<file path="src/rtl/sve_pkg.sv">
`timescale 1ns / 1ps

package sve_pkg;

  localparam int COAL_W         = 6;
  localparam int WORTH_W        = 16;
  localparam int DIFF_W         = WORTH_W + 1;
  localparam int CFG_W          = 3;
  localparam int AGENT_W        = 3;
  localparam int MT_W           = 27;
  localparam int Q_W            = 33;
  localparam int FRAC_W         = 16;
  localparam int FIFO_DEPTH     = 4;
  localparam int DEF_MAX_AGENTS = 6;
  localparam int FACT_SEL_W     = 4;
  localparam longint WORTH_SPAN = 65535;

  localparam logic [CFG_W-1:0] CFG_RESET = 3'd2;

  typedef struct packed {
    logic [COAL_W-1:0]         coalition;
    logic signed [WORTH_W-1:0] worth;
    logic                      last;
  } req_t;

  function automatic logic [15:0] fact_sel(input logic [FACT_SEL_W-1:0] k);
    logic [15:0] f;
    case (k)
      4'd0:    f = 16'd1;
      4'd1:    f = 16'd1;
      4'd2:    f = 16'd2;
      4'd3:    f = 16'd6;
      4'd4:    f = 16'd24;
      4'd5:    f = 16'd120;
      4'd6:    f = 16'd720;
      4'd7:    f = 16'd5040;
      default: f = 16'd40320;
    endcase
    return f;
  endfunction

  function automatic int acc_width(input int max_agents);
    return $clog2(longint'(fact_sel(FACT_SEL_W'(max_agents))) * WORTH_SPAN + 1) + 1;
  endfunction

  function automatic int fact_width(input int k);
    return $clog2(int'(fact_sel(FACT_SEL_W'(k))) + 1);
  endfunction

endpackage

</file>
<file path="src/rtl/sve_in_if.sv">
`timescale 1ns / 1ps

interface sve_in_if import sve_pkg::*; ();
  logic                      valid;
  logic                      ready;
  logic [COAL_W-1:0]         coalition;
  logic signed [WORTH_W-1:0] worth;
  logic                      load_done;

  modport source (output valid, coalition, worth, load_done, input ready);
  modport sink   (input valid, coalition, worth, load_done, output ready);
  modport mon    (input valid, ready, coalition, worth, load_done);
endinterface

</file>
<file path="src/rtl/sve_out_if.sv">
`timescale 1ns / 1ps

interface sve_out_if import sve_pkg::*; ();
  logic                    valid;
  logic                    ready;
  logic [AGENT_W-1:0]      agent;
  logic signed [MT_W-1:0]  marginal_total;
  logic signed [Q_W-1:0]   shapley_q16;
  logic                    final_agent;

  modport source (output valid, agent, marginal_total, shapley_q16, final_agent,
                  input ready);
  modport sink   (input valid, agent, marginal_total, shapley_q16, final_agent,
                  output ready);
  modport mon    (input valid, ready, agent, marginal_total, shapley_q16, final_agent);
endinterface

</file>
<file path="src/rtl/shapley_value_engine.sv">
// channel  dir  handshake    payload
// in_ch    in   valid/ready  coalition, worth, load_done
// out_ch   out  valid/ready  agent, marginal_total, shapley_q16, final_agent
// cfg      in   cfg_we       cfg_wdata -> agent_count
//
// Each request loads one table entry; a four-entry queue sits in front.
// A request with load_done starts a run: per agent, every subset passes the subset
// pipeline, which then drains, the bit-serial divider forms an ACC_W+16 = 43-bit
// quotient, and the result is emitted.
// Synchronous active-low reset clears the table valid bits, queue and counters;
// entries never written read as zero, so no clearing pass is needed.
// A stalled result holds the run; the queue takes requests until it fills.
`timescale 1ns / 1ps

module shapley_value_engine import sve_pkg::*; #(
  parameter int MAX_AGENTS = DEF_MAX_AGENTS
) (
  input  logic             clk,
  input  logic             rst_n,
  input  logic             cfg_we,
  input  logic [CFG_W-1:0] cfg_wdata,
  sve_in_if.sink           in_ch,
  sve_out_if.source        out_ch
);

  logic deq_valid;
  logic deq_ready;
  req_t deq_data;

  sve_front u_front (
    .clk       (clk),
    .rst_n     (rst_n),
    .in_ch     (in_ch),
    .deq_valid (deq_valid),
    .deq_data  (deq_data),
    .deq_ready (deq_ready)
  );

  sve_back #(
    .MAX_AGENTS (MAX_AGENTS)
  ) u_back (
    .clk       (clk),
    .rst_n     (rst_n),
    .cfg_we    (cfg_we),
    .cfg_wdata (cfg_wdata),
    .deq_valid (deq_valid),
    .deq_data  (deq_data),
    .deq_ready (deq_ready),
    .out_ch    (out_ch)
  );

endmodule

</file>
<file path="src/rtl/sve_front.sv">
`timescale 1ns / 1ps

module sve_front import sve_pkg::*; (
  input  logic  clk,
  input  logic  rst_n,
  sve_in_if.sink in_ch,
  output logic  deq_valid,
  output req_t  deq_data,
  input  logic  deq_ready
);

  localparam int PTR_W = $clog2(FIFO_DEPTH);
  localparam int CNT_W = $clog2(FIFO_DEPTH + 1);

  req_t             fifo_r [FIFO_DEPTH];
  logic [PTR_W-1:0] wr_ptr_r;
  logic [PTR_W-1:0] rd_ptr_r;
  logic [CNT_W-1:0] count_r;
  logic             push;
  logic             pop;
  req_t             req;

  assign in_ch.ready = (count_r != CNT_W'(FIFO_DEPTH));
  assign push        = in_ch.valid && in_ch.ready;
  assign deq_valid   = (count_r != '0);
  assign pop         = deq_valid && deq_ready;
  assign deq_data    = fifo_r[rd_ptr_r];

  always_comb begin
    req.coalition = in_ch.coalition;
    req.worth     = in_ch.worth;
    req.last      = in_ch.load_done;
  end

  always_ff @(posedge clk) begin
    if (push) begin
      fifo_r[wr_ptr_r] <= req;
    end
  end

  always_ff @(posedge clk) begin
    if (!rst_n) begin
      wr_ptr_r <= '0;
      rd_ptr_r <= '0;
      count_r  <= '0;
    end else begin
      if (push) begin
        wr_ptr_r <= wr_ptr_r + PTR_W'(1);
      end
      if (pop) begin
        rd_ptr_r <= rd_ptr_r + PTR_W'(1);
      end
      case ({push, pop})
        2'b10:   count_r <= count_r + CNT_W'(1);
        2'b01:   count_r <= count_r - CNT_W'(1);
        default: count_r <= count_r;
      endcase
    end
  end

endmodule

</file>
<file path="src/rtl/sve_div.sv">
`timescale 1ns / 1ps

module sve_div import sve_pkg::*; #(
  parameter int ACC_W = 27,
  parameter int FW    = 10
) (
  input  logic                          clk,
  input  logic                          rst_n,
  input  logic                          start,
  input  logic signed [ACC_W-1:0]       dividend,
  input  logic [FW-1:0]                 divisor,
  output logic                          done,
  output logic signed [ACC_W+FRAC_W-1:0] quotient
);

  localparam int QW    = ACC_W + FRAC_W;
  localparam int CNT_W = $clog2(QW);

  logic             busy_r;
  logic             done_r;
  logic [CNT_W-1:0] cnt_r;
  logic [FW-1:0]    rem_r;
  logic [FW-1:0]    div_r;
  logic [QW-1:0]    q_r;
  logic             neg_r;
  logic [ACC_W-1:0] mag;
  logic [FW:0]      rem_sh;
  logic [FW:0]      rem_sub;
  logic             take;

  assign mag     = dividend[ACC_W-1] ? ACC_W'(-dividend) : ACC_W'(dividend);
  assign rem_sh  = {rem_r, q_r[QW-1]};
  assign take    = (rem_sh >= {1'b0, div_r});
  assign rem_sub = rem_sh - {1'b0, div_r};

  assign done     = done_r;
  assign quotient = neg_r ? -$signed(q_r) : $signed(q_r);

  always_ff @(posedge clk) begin
    if (start) begin
      q_r   <= {mag, {FRAC_W{1'b0}}};
      rem_r <= '0;
      div_r <= divisor;
      neg_r <= dividend[ACC_W-1];
    end else if (busy_r) begin
      q_r   <= {q_r[QW-2:0], take};
      rem_r <= take ? rem_sub[FW-1:0] : rem_sh[FW-1:0];
    end
  end

  always_ff @(posedge clk) begin
    if (!rst_n) begin
      busy_r <= 1'b0;
      done_r <= 1'b0;
      cnt_r  <= '0;
    end else if (start) begin
      busy_r <= 1'b1;
      done_r <= 1'b0;
      cnt_r  <= '0;
    end else if (busy_r) begin
      if (cnt_r == CNT_W'(QW - 1)) begin
        busy_r <= 1'b0;
        done_r <= 1'b1;
      end else begin
        cnt_r <= cnt_r + CNT_W'(1);
      end
    end
  end

endmodule

</file>
<file path="src/rtl/sve_back.sv">
`timescale 1ns / 1ps

module sve_back import sve_pkg::*; #(
  parameter int MAX_AGENTS = DEF_MAX_AGENTS
) (
  input  logic             clk,
  input  logic             rst_n,
  input  logic             cfg_we,
  input  logic [CFG_W-1:0] cfg_wdata,
  input  logic             deq_valid,
  input  req_t             deq_data,
  output logic             deq_ready,
  sve_out_if.source        out_ch
);

  localparam int DEPTH = 1 << MAX_AGENTS;
  localparam int IDX_W = MAX_AGENTS;
  localparam int JW    = MAX_AGENTS - 1;
  localparam int NW    = $clog2(MAX_AGENTS + 1);
  localparam int ACC_W = acc_width(MAX_AGENTS);
  localparam int FW    = fact_width(MAX_AGENTS);
  localparam int WW    = fact_width(MAX_AGENTS - 1);
  localparam int PW    = WW + 1 + DIFF_W;
  localparam int QW    = ACC_W + FRAC_W;

  localparam logic [1:0] ST_IDLE  = 2'd0;
  localparam logic [1:0] ST_RUN   = 2'd1;
  localparam logic [1:0] ST_DRAIN = 2'd2;
  localparam logic [1:0] ST_DIV   = 2'd3;

  localparam logic [JW-1:0]    ONES_J = '1;
  localparam logic [IDX_W-1:0] ONES_I = '1;

  logic [1:0]                state_r;
  logic [CFG_W-1:0]          agent_count_r;
  logic [NW-1:0]             n_eff;
  logic [NW-1:0]             a_r;
  logic [JW-1:0]             j_r;
  logic [JW-1:0]             j_last;
  logic [IDX_W-1:0]          low_mask;
  logic [IDX_W-1:0]          agent_bit;
  logic [IDX_W-1:0]          j_ext;
  logic [IDX_W-1:0]          addr_lo;
  logic [IDX_W-1:0]          addr_hi;
  logic [NW-1:0]             pc;

  logic signed [WORTH_W-1:0] mem [DEPTH];
  logic [DEPTH-1:0]          vbit_r;
  logic signed [WORTH_W-1:0] rd_hi_r;
  logic signed [WORTH_W-1:0] rd_lo_r;
  logic                      vh_r;
  logic                      vl_r;
  logic signed [WORTH_W-1:0] eff_hi;
  logic signed [WORTH_W-1:0] eff_lo;

  logic                      v1_r;
  logic                      v2_r;
  logic                      v3_r;
  logic [NW-1:0]             pc1_r;
  logic signed [DIFF_W-1:0]  diff2_r;
  logic [WW-1:0]             wt2_r;
  logic signed [PW-1:0]      prod3_r;
  logic signed [ACC_W-1:0]   acc_r;
  logic [NW-1:0]             pc_rest;
  logic [31:0]               wt_full;

  logic                      pop;
  logic [IDX_W-1:0]          wr_idx;
  logic                      pipe_empty;
  logic                      div_start;
  logic                      div_done;
  logic signed [QW-1:0]      div_q;
  logic                      out_free;
  logic                      emit;
  logic                      last_agent;

  always_comb begin
    if (int'(agent_count_r) < 2) begin
      n_eff = NW'(2);
    end else if (int'(agent_count_r) > MAX_AGENTS) begin
      n_eff = NW'(MAX_AGENTS);
    end else begin
      n_eff = NW'(agent_count_r);
    end
  end

  assign j_last    = ONES_J >> (NW'(MAX_AGENTS) - n_eff);
  assign low_mask  = ~(ONES_I << a_r);
  assign agent_bit = IDX_W'(1) << a_r;
  assign j_ext     = IDX_W'(j_r);
  assign addr_lo   = ((j_ext & ~low_mask) << 1) | (j_ext & low_mask);
  assign addr_hi   = addr_lo | agent_bit;

  always_comb begin
    pc = '0;
    for (int k = 0; k < JW; k++) begin
      pc = pc + NW'(j_r[k]);
    end
  end

  assign pop        = deq_valid && deq_ready;
  assign deq_ready  = (state_r == ST_IDLE);
  assign wr_idx     = IDX_W'(deq_data.coalition);
  assign pipe_empty = !v1_r && !v2_r && !v3_r;
  assign div_start  = (state_r == ST_DRAIN) && pipe_empty;
  assign out_free   = !out_ch.valid || out_ch.ready;
  assign emit       = (state_r == ST_DIV) && div_done && out_free;
  assign last_agent = (a_r == n_eff - NW'(1));

  always_ff @(posedge clk) begin
    if (!rst_n) begin
      agent_count_r <= CFG_RESET;
    end else if (cfg_we) begin
      agent_count_r <= cfg_wdata;
    end
  end

  always_ff @(posedge clk) begin
    if (pop) begin
      mem[wr_idx] <= deq_data.worth;
    end
    rd_hi_r <= mem[addr_hi];
    rd_lo_r <= mem[addr_lo];
  end

  always_ff @(posedge clk) begin
    if (!rst_n) begin
      vbit_r <= '0;
      vh_r   <= 1'b0;
      vl_r   <= 1'b0;
    end else begin
      if (pop) begin
        vbit_r[wr_idx] <= 1'b1;
      end
      vh_r <= vbit_r[addr_hi];
      vl_r <= vbit_r[addr_lo];
    end
  end

  assign eff_hi  = vh_r ? rd_hi_r : '0;
  assign eff_lo  = vl_r ? rd_lo_r : '0;
  assign pc_rest = n_eff - NW'(1) - pc1_r;
  assign wt_full = 32'(fact_sel(FACT_SEL_W'(pc1_r))) * 32'(fact_sel(FACT_SEL_W'(pc_rest)));

  always_ff @(posedge clk) begin
    pc1_r   <= pc;
    diff2_r <= DIFF_W'(eff_hi) - DIFF_W'(eff_lo);
    wt2_r   <= wt_full[WW-1:0];
    prod3_r <= PW'($signed({1'b0, wt2_r})) * PW'(diff2_r);
  end

  always_ff @(posedge clk) begin
    if (!rst_n) begin
      state_r <= ST_IDLE;
      a_r     <= '0;
      j_r     <= '0;
      acc_r   <= '0;
      v1_r    <= 1'b0;
      v2_r    <= 1'b0;
      v3_r    <= 1'b0;
    end else begin
      v1_r <= (state_r == ST_RUN);
      v2_r <= v1_r;
      v3_r <= v2_r;
      if (v3_r) begin
        acc_r <= acc_r + ACC_W'(prod3_r);
      end
      unique case (state_r)
        ST_IDLE: begin
          if (pop && deq_data.last) begin
            a_r     <= '0;
            j_r     <= '0;
            acc_r   <= '0;
            state_r <= ST_RUN;
          end
        end
        ST_RUN: begin
          if (j_r == j_last) begin
            state_r <= ST_DRAIN;
          end else begin
            j_r <= j_r + JW'(1);
          end
        end
        ST_DRAIN: begin
          if (pipe_empty) begin
            state_r <= ST_DIV;
          end
        end
        ST_DIV: begin
          if (emit) begin
            if (last_agent) begin
              state_r <= ST_IDLE;
            end else begin
              a_r     <= a_r + NW'(1);
              j_r     <= '0;
              acc_r   <= '0;
              state_r <= ST_RUN;
            end
          end
        end
        default: state_r <= ST_IDLE;
      endcase
    end
  end

  logic                   out_valid_r;
  logic [AGENT_W-1:0]     out_agent_r;
  logic signed [MT_W-1:0] out_mt_r;
  logic signed [Q_W-1:0]  out_q_r;
  logic                   out_final_r;

  always_ff @(posedge clk) begin
    if (!rst_n) begin
      out_valid_r <= 1'b0;
    end else if (emit) begin
      out_valid_r <= 1'b1;
    end else if (out_ch.ready) begin
      out_valid_r <= 1'b0;
    end
  end

  always_ff @(posedge clk) begin
    if (emit) begin
      out_agent_r <= AGENT_W'(a_r);
      out_mt_r    <= MT_W'(acc_r);
      out_q_r     <= Q_W'(div_q);
      out_final_r <= last_agent;
    end
  end

  assign out_ch.valid          = out_valid_r;
  assign out_ch.agent          = out_agent_r;
  assign out_ch.marginal_total = out_mt_r;
  assign out_ch.shapley_q16    = out_q_r;
  assign out_ch.final_agent    = out_final_r;

  sve_div #(
    .ACC_W (ACC_W),
    .FW    (FW)
  ) u_div (
    .clk      (clk),
    .rst_n    (rst_n),
    .start    (div_start),
    .dividend (acc_r),
    .divisor  (FW'(fact_sel(FACT_SEL_W'(n_eff)))),
    .done     (div_done),
    .quotient (div_q)
  );

endmodule

</file>
<file path="src/flat_wrapper.sv">
// flat-port wrapper written by rule: the top's interface ports become plain ports
module shapley_value_engine_flat import sve_pkg::*;
#(
  parameter int MAX_AGENTS = DEF_MAX_AGENTS
)
  (clk, rst_n, cfg_we, cfg_wdata, in_ch_valid, in_ch_coalition, in_ch_worth, in_ch_load_done, in_ch_ready, out_ch_valid, out_ch_agent, out_ch_marginal_total, out_ch_shapley_q16, out_ch_final_agent, out_ch_ready);
  sve_in_if in_ch_i ();
  sve_out_if out_ch_i ();
  input  logic clk;
  input  logic rst_n;
  input  logic cfg_we;
  input  logic [CFG_W-1:0] cfg_wdata;
  input wire logic [$bits(in_ch_i.valid)-1:0] in_ch_valid;
  input wire logic [$bits(in_ch_i.coalition)-1:0] in_ch_coalition;
  input wire logic [$bits(in_ch_i.worth)-1:0] in_ch_worth;
  input wire logic [$bits(in_ch_i.load_done)-1:0] in_ch_load_done;
  output wire logic [$bits(in_ch_i.ready)-1:0] in_ch_ready;
  output wire logic [$bits(out_ch_i.valid)-1:0] out_ch_valid;
  output wire logic [$bits(out_ch_i.agent)-1:0] out_ch_agent;
  output wire logic [$bits(out_ch_i.marginal_total)-1:0] out_ch_marginal_total;
  output wire logic [$bits(out_ch_i.shapley_q16)-1:0] out_ch_shapley_q16;
  output wire logic [$bits(out_ch_i.final_agent)-1:0] out_ch_final_agent;
  input wire logic [$bits(out_ch_i.ready)-1:0] out_ch_ready;
  assign in_ch_i.valid = in_ch_valid;
  assign in_ch_i.coalition = in_ch_coalition;
  assign in_ch_i.worth = in_ch_worth;
  assign in_ch_i.load_done = in_ch_load_done;
  assign in_ch_ready = in_ch_i.ready;
  assign out_ch_valid = out_ch_i.valid;
  assign out_ch_agent = out_ch_i.agent;
  assign out_ch_marginal_total = out_ch_i.marginal_total;
  assign out_ch_shapley_q16 = out_ch_i.shapley_q16;
  assign out_ch_final_agent = out_ch_i.final_agent;
  assign out_ch_i.ready = out_ch_ready;
  shapley_value_engine #(.MAX_AGENTS(MAX_AGENTS)) u_core (.clk(clk), .rst_n(rst_n), .cfg_we(cfg_we), .cfg_wdata(cfg_wdata), .in_ch(in_ch_i), .out_ch(out_ch_i));
endmodule
</file>
<file path="config.mk">
export PLATFORM = sky130hd
export DESIGN_NAME = shapley_value_engine_flat
export DESIGN_NICKNAME = d
export VERILOG_FILES = /design/src/rtl/sve_pkg.sv /design/src/rtl/sve_in_if.sv /design/src/rtl/sve_out_if.sv /design/src/rtl/shapley_value_engine.sv /design/src/rtl/sve_front.sv /design/src/rtl/sve_div.sv /design/src/rtl/sve_back.sv /design/src/flat_wrapper.sv
export SDC_FILE = /design/constraint.sdc
export NUM_CORES = 2
export LEC_CHECK = 0
export BUFFER_PORTS_ARGS = -buffer_cell sky130_fd_sc_hd__clkbuf_2
export CORE_ASPECT_RATIO = 1.25
export CORE_UTILIZATION = 64
export CTS_BUF_LIST = sky130_fd_sc_hd__clkbuf_16
export DETAILED_ROUTE_END_ITERATION = 8
export PLACE_DENSITY_LB_ADDON = 0.2
export SYNTH_ARGS = -nofsm -noshare
export SYNTH_HDL_FRONTEND = slang
export SYNTH_HIERARCHICAL = 1
export SYNTH_SLANG_ARGS = --single-unit
</file>
<file path="constraint.sdc">
create_clock -name clk -period 5.75 [get_ports clk]
set_input_delay 0 -clock clk [delete_from_list [all_inputs] [get_ports clk]]
set_output_delay 0 -clock clk [all_outputs]
set_load 0.01 [all_outputs]
</file>
==> flow_metrics.env <==
export IMPL_status="finished clean"
export IMPL_start_util_pct=64.6
export IMPL_leakagePower_nw=27.8
export IMPL_drive_gt1_share_pct=22.8
export IMPL_setup_violations=0
export IMPL_nNetsFinal=5094
export IMPL_critPathKind="flip-flop to flip-flop"
export IMPL_cts_max_path_buffers=3
export IMPL_grt_max_degree=101
export IMPL_synth_warnings=6
export IMPL_critical_path_max_stage_delay_ns=0.55
export IMPL_clockRootBuffer="clkbuf_16"
export IMPL_worstMarginPinSlew_ns=1.29
export IMPL_slowest_stage="fa_1"
export IMPL_critPathBufInv=4
export IMPL_max_slew_margin_pct=13.7
export IMPL_fin_crit_ns=5.39
export IMPL_post_cts_buffers=0
export IMPL_cp_arrival_ns=6.10
export IMPL_worstPathRequired_ns=6.46
export IMPL_critPathCaptureType="flip-flop"
export IMPL_drcViolationCount=0
export IMPL_pwr_density_cell_mw_per_mm2=357
export IMPL_worstHoldPathType="input port to flip-flop"
export IMPL_ant_nets=0
export IMPL_cts_buffers=145
export IMPL_clkTransAtPathRegs_ns=0.06
export IMPL_ioPinCount=97
export IMPL_setup_tns_final_ns=0
export IMPL_stdcell_count=6398
export IMPL_hold_viol_final=0
export IMPL_first_iter_violations=5883
export IMPL_antenna_found_initial=4
export IMPL_crit_path_max_fanout=16
export IMPL_syn_area_mm2=0.0722
export IMPL_htreeDepth=4
export IMPL_drt_wirelength_per_cell_um=30.7
export IMPL_drt_total_wl_mm=197
export IMPL_dr_pass1_iters=9
export IMPL_cts_sinks=1461
export IMPL_die_height_um=378
export IMPL_core_area_mm2=0.112
export IMPL_p_total_mw=28.7
export IMPL_track_usage_pct=35.2
export IMPL_port_buffers=96
export IMPL_grt_pass1_wl_mm=288
export IMPL_syn_to_final_growth_pct=11.1
export IMPL_ir_worst_vdd_mv=0.340
export IMPL_crit_family="adder cells"
export IMPL_slew_viol_final=0
export IMPL_grt_pass1_vias=45400
export IMPL_synth_fp_nets=4943
export IMPL_clock_latency_ns=0.81
export IMPL_fill_cells=6825
export IMPL_synthCells=4663
export IMPL_gp_congestion=0.934
export IMPL_die_area_mm2=0.114
export IMPL_clock_skew_ns=0.0292
export IMPL_via_per_inst=6.95
export IMPL_vias=44500
export IMPL_cts_tree="done"
export IMPL_dp_hpwl_mm=117
export IMPL_fmax_ghz=0.186
export IMPL_overflow=0
export IMPL_startpoint_type="flip-flop"
export IMPL_die_w_um=302
export IMPL_avgSynthCellArea_um2=15.5
export IMPL_dp_cells=6067
export IMPL_row_count=137
export IMPL_cp_cell_sequence="xor2_1 > nand2_1 > inv_1 > ha_1 > fa_1 > xor2_1 > xnor2_4 > nor2_2 > nand2_1 > fa_1 > inv_1 > ha_1 > inv_1 > fa_1 > fa_1 > inv_1 > ha_1 > a21oi_1 > xnor2_1 > xnor2_1 > xnor2_1"
export IMPL_max_cap_viol_count=0
export IMPL_timing_final_crit_share_pct=93.7
[report_power, final]
part | total, mW | switching (mW) | internal [mW]
registers | 13.5 | 0.458 | 13.1
clock network | 9.70 | 4.19 | 5.50
logic | 5.43 | 3.63 | 1.80
total | 28.7 | 8.28 | 20.4
[cell type report]
class	instances	area [um^2]	share of cell area, %
timing repair buffer	281	2290	2.86
antenna	1	2.50	0.00312
clock inverter	121	1100	1.38
inverter	214	803	1.00
tap	1459	1830	2.27
clock buffer	150	3750	4.68
sequential	1461	41400	51.6
multi-input combinational	2711	29000	36.2
[layer usage]
metal | global-route usage [%] | vias to the layer above | share of wire [%]
met5 | 0.130 | - | 0.021
met2 | 57.6 | 2825 | 49
met1 | 40.7 | 22400 | 32
met3 | 6.81 | 715 | 10
met4 | 28.1 | 6 | 9.3
li1 | - | 18500 | -
[repair_timing]
item                                    in CTS  in global routing
resized for setup                            0                  3
hold buffers                                59                  0
endpoints found under the hold margin      142                  0
endpoints found under the setup margin       0                  1
[worst paths after layout]
path                                  start                   endpoint  slack (ns)  cells past startpoint
max          u_core/u_back/agent_count_r[1]     u_core/u_back/wt2_r[6]        0.36                     21
min                                   rst_n  u_core/u_front/count_r[2]        0.19                      3
max reg2reg  u_core/u_back/agent_count_r[1]     u_core/u_back/wt2_r[6]        0.36                     21
min reg2reg        u_core/u_back/vbit_r[12]   u_core/u_back/vbit_r[12]        0.48                      1
[placed cells by master (no fill, tap or decap), drive strengths merged, types with 27 or more instances in the layout]
cell type / n
a21o: 28
buf: 127
mux4: 584
a211oi: 141
o21ai: 90
dlygate4sd3: 59
xnor2: 103
xor2: 40
edfxtp: 1218
fa: 105
nand3: 29
and2: 236
nor2b: 27
o21a: 76
inv: 246
ha: 144
a31oi: 52
nor2: 180
clkinv: 63
a21oi: 108
dfxtp: 243
clkbuf: 245
mux2i: 108
a311oi: 53
nand2: 381
[worst min-delay path, stage by stage]
cell and delay, ns:
dlygate4sd3_1 0.53, buf_4 0.24, a21boi_0 0.17
[through the flow]
step | utilization (%) | setup WS, ns | hold slack (ns) | area (um^2)
2_1_floorplan | - | 0.485 | 0.0989 | 72200
6_report | 71.8 | 0.363 | 0.191 | 80200
3_5_place_dp | 66.9 | 0.0474 | 0.218 | 74800
5_1_grt | 71.8 | -0.0383 | 0.196 | 80200
3_3_place_gp | 66.9 | 0.156 | 0.212 | 74800
4_1_cts | 71.8 | 0.0250 | 0.137 | 80200
[state kept, by name, indices dropped and copies added (netlist names), 5 cells and up, named ones only]
register / count
u_core/u_back/out_ch.shapley_q16: 33
u_core/u_back/acc_r: 27
u_core/u_back/u_div/q_r: 43
u_core/u_back/vbit_r: 64
u_core/u_back/u_div/rem_r: 10
u_core/u_back/mem: 1024
u_core/u_back/wt2_r: 7
u_core/u_back/prod3_r: 25
u_core/u_back/u_div/cnt_r: 6
u_core/u_back/j_r: 5
u_core/u_back/rd_lo_r: 16
u_core/u_front/fifo_r: 92
u_core/u_back/diff2_r: 17
u_core/u_back/rd_hi_r: 16
u_core/u_back/out_ch.marginal_total: 27
u_core/u_back/u_div/div_r: 10
Power figures use the tool's default switching activity.
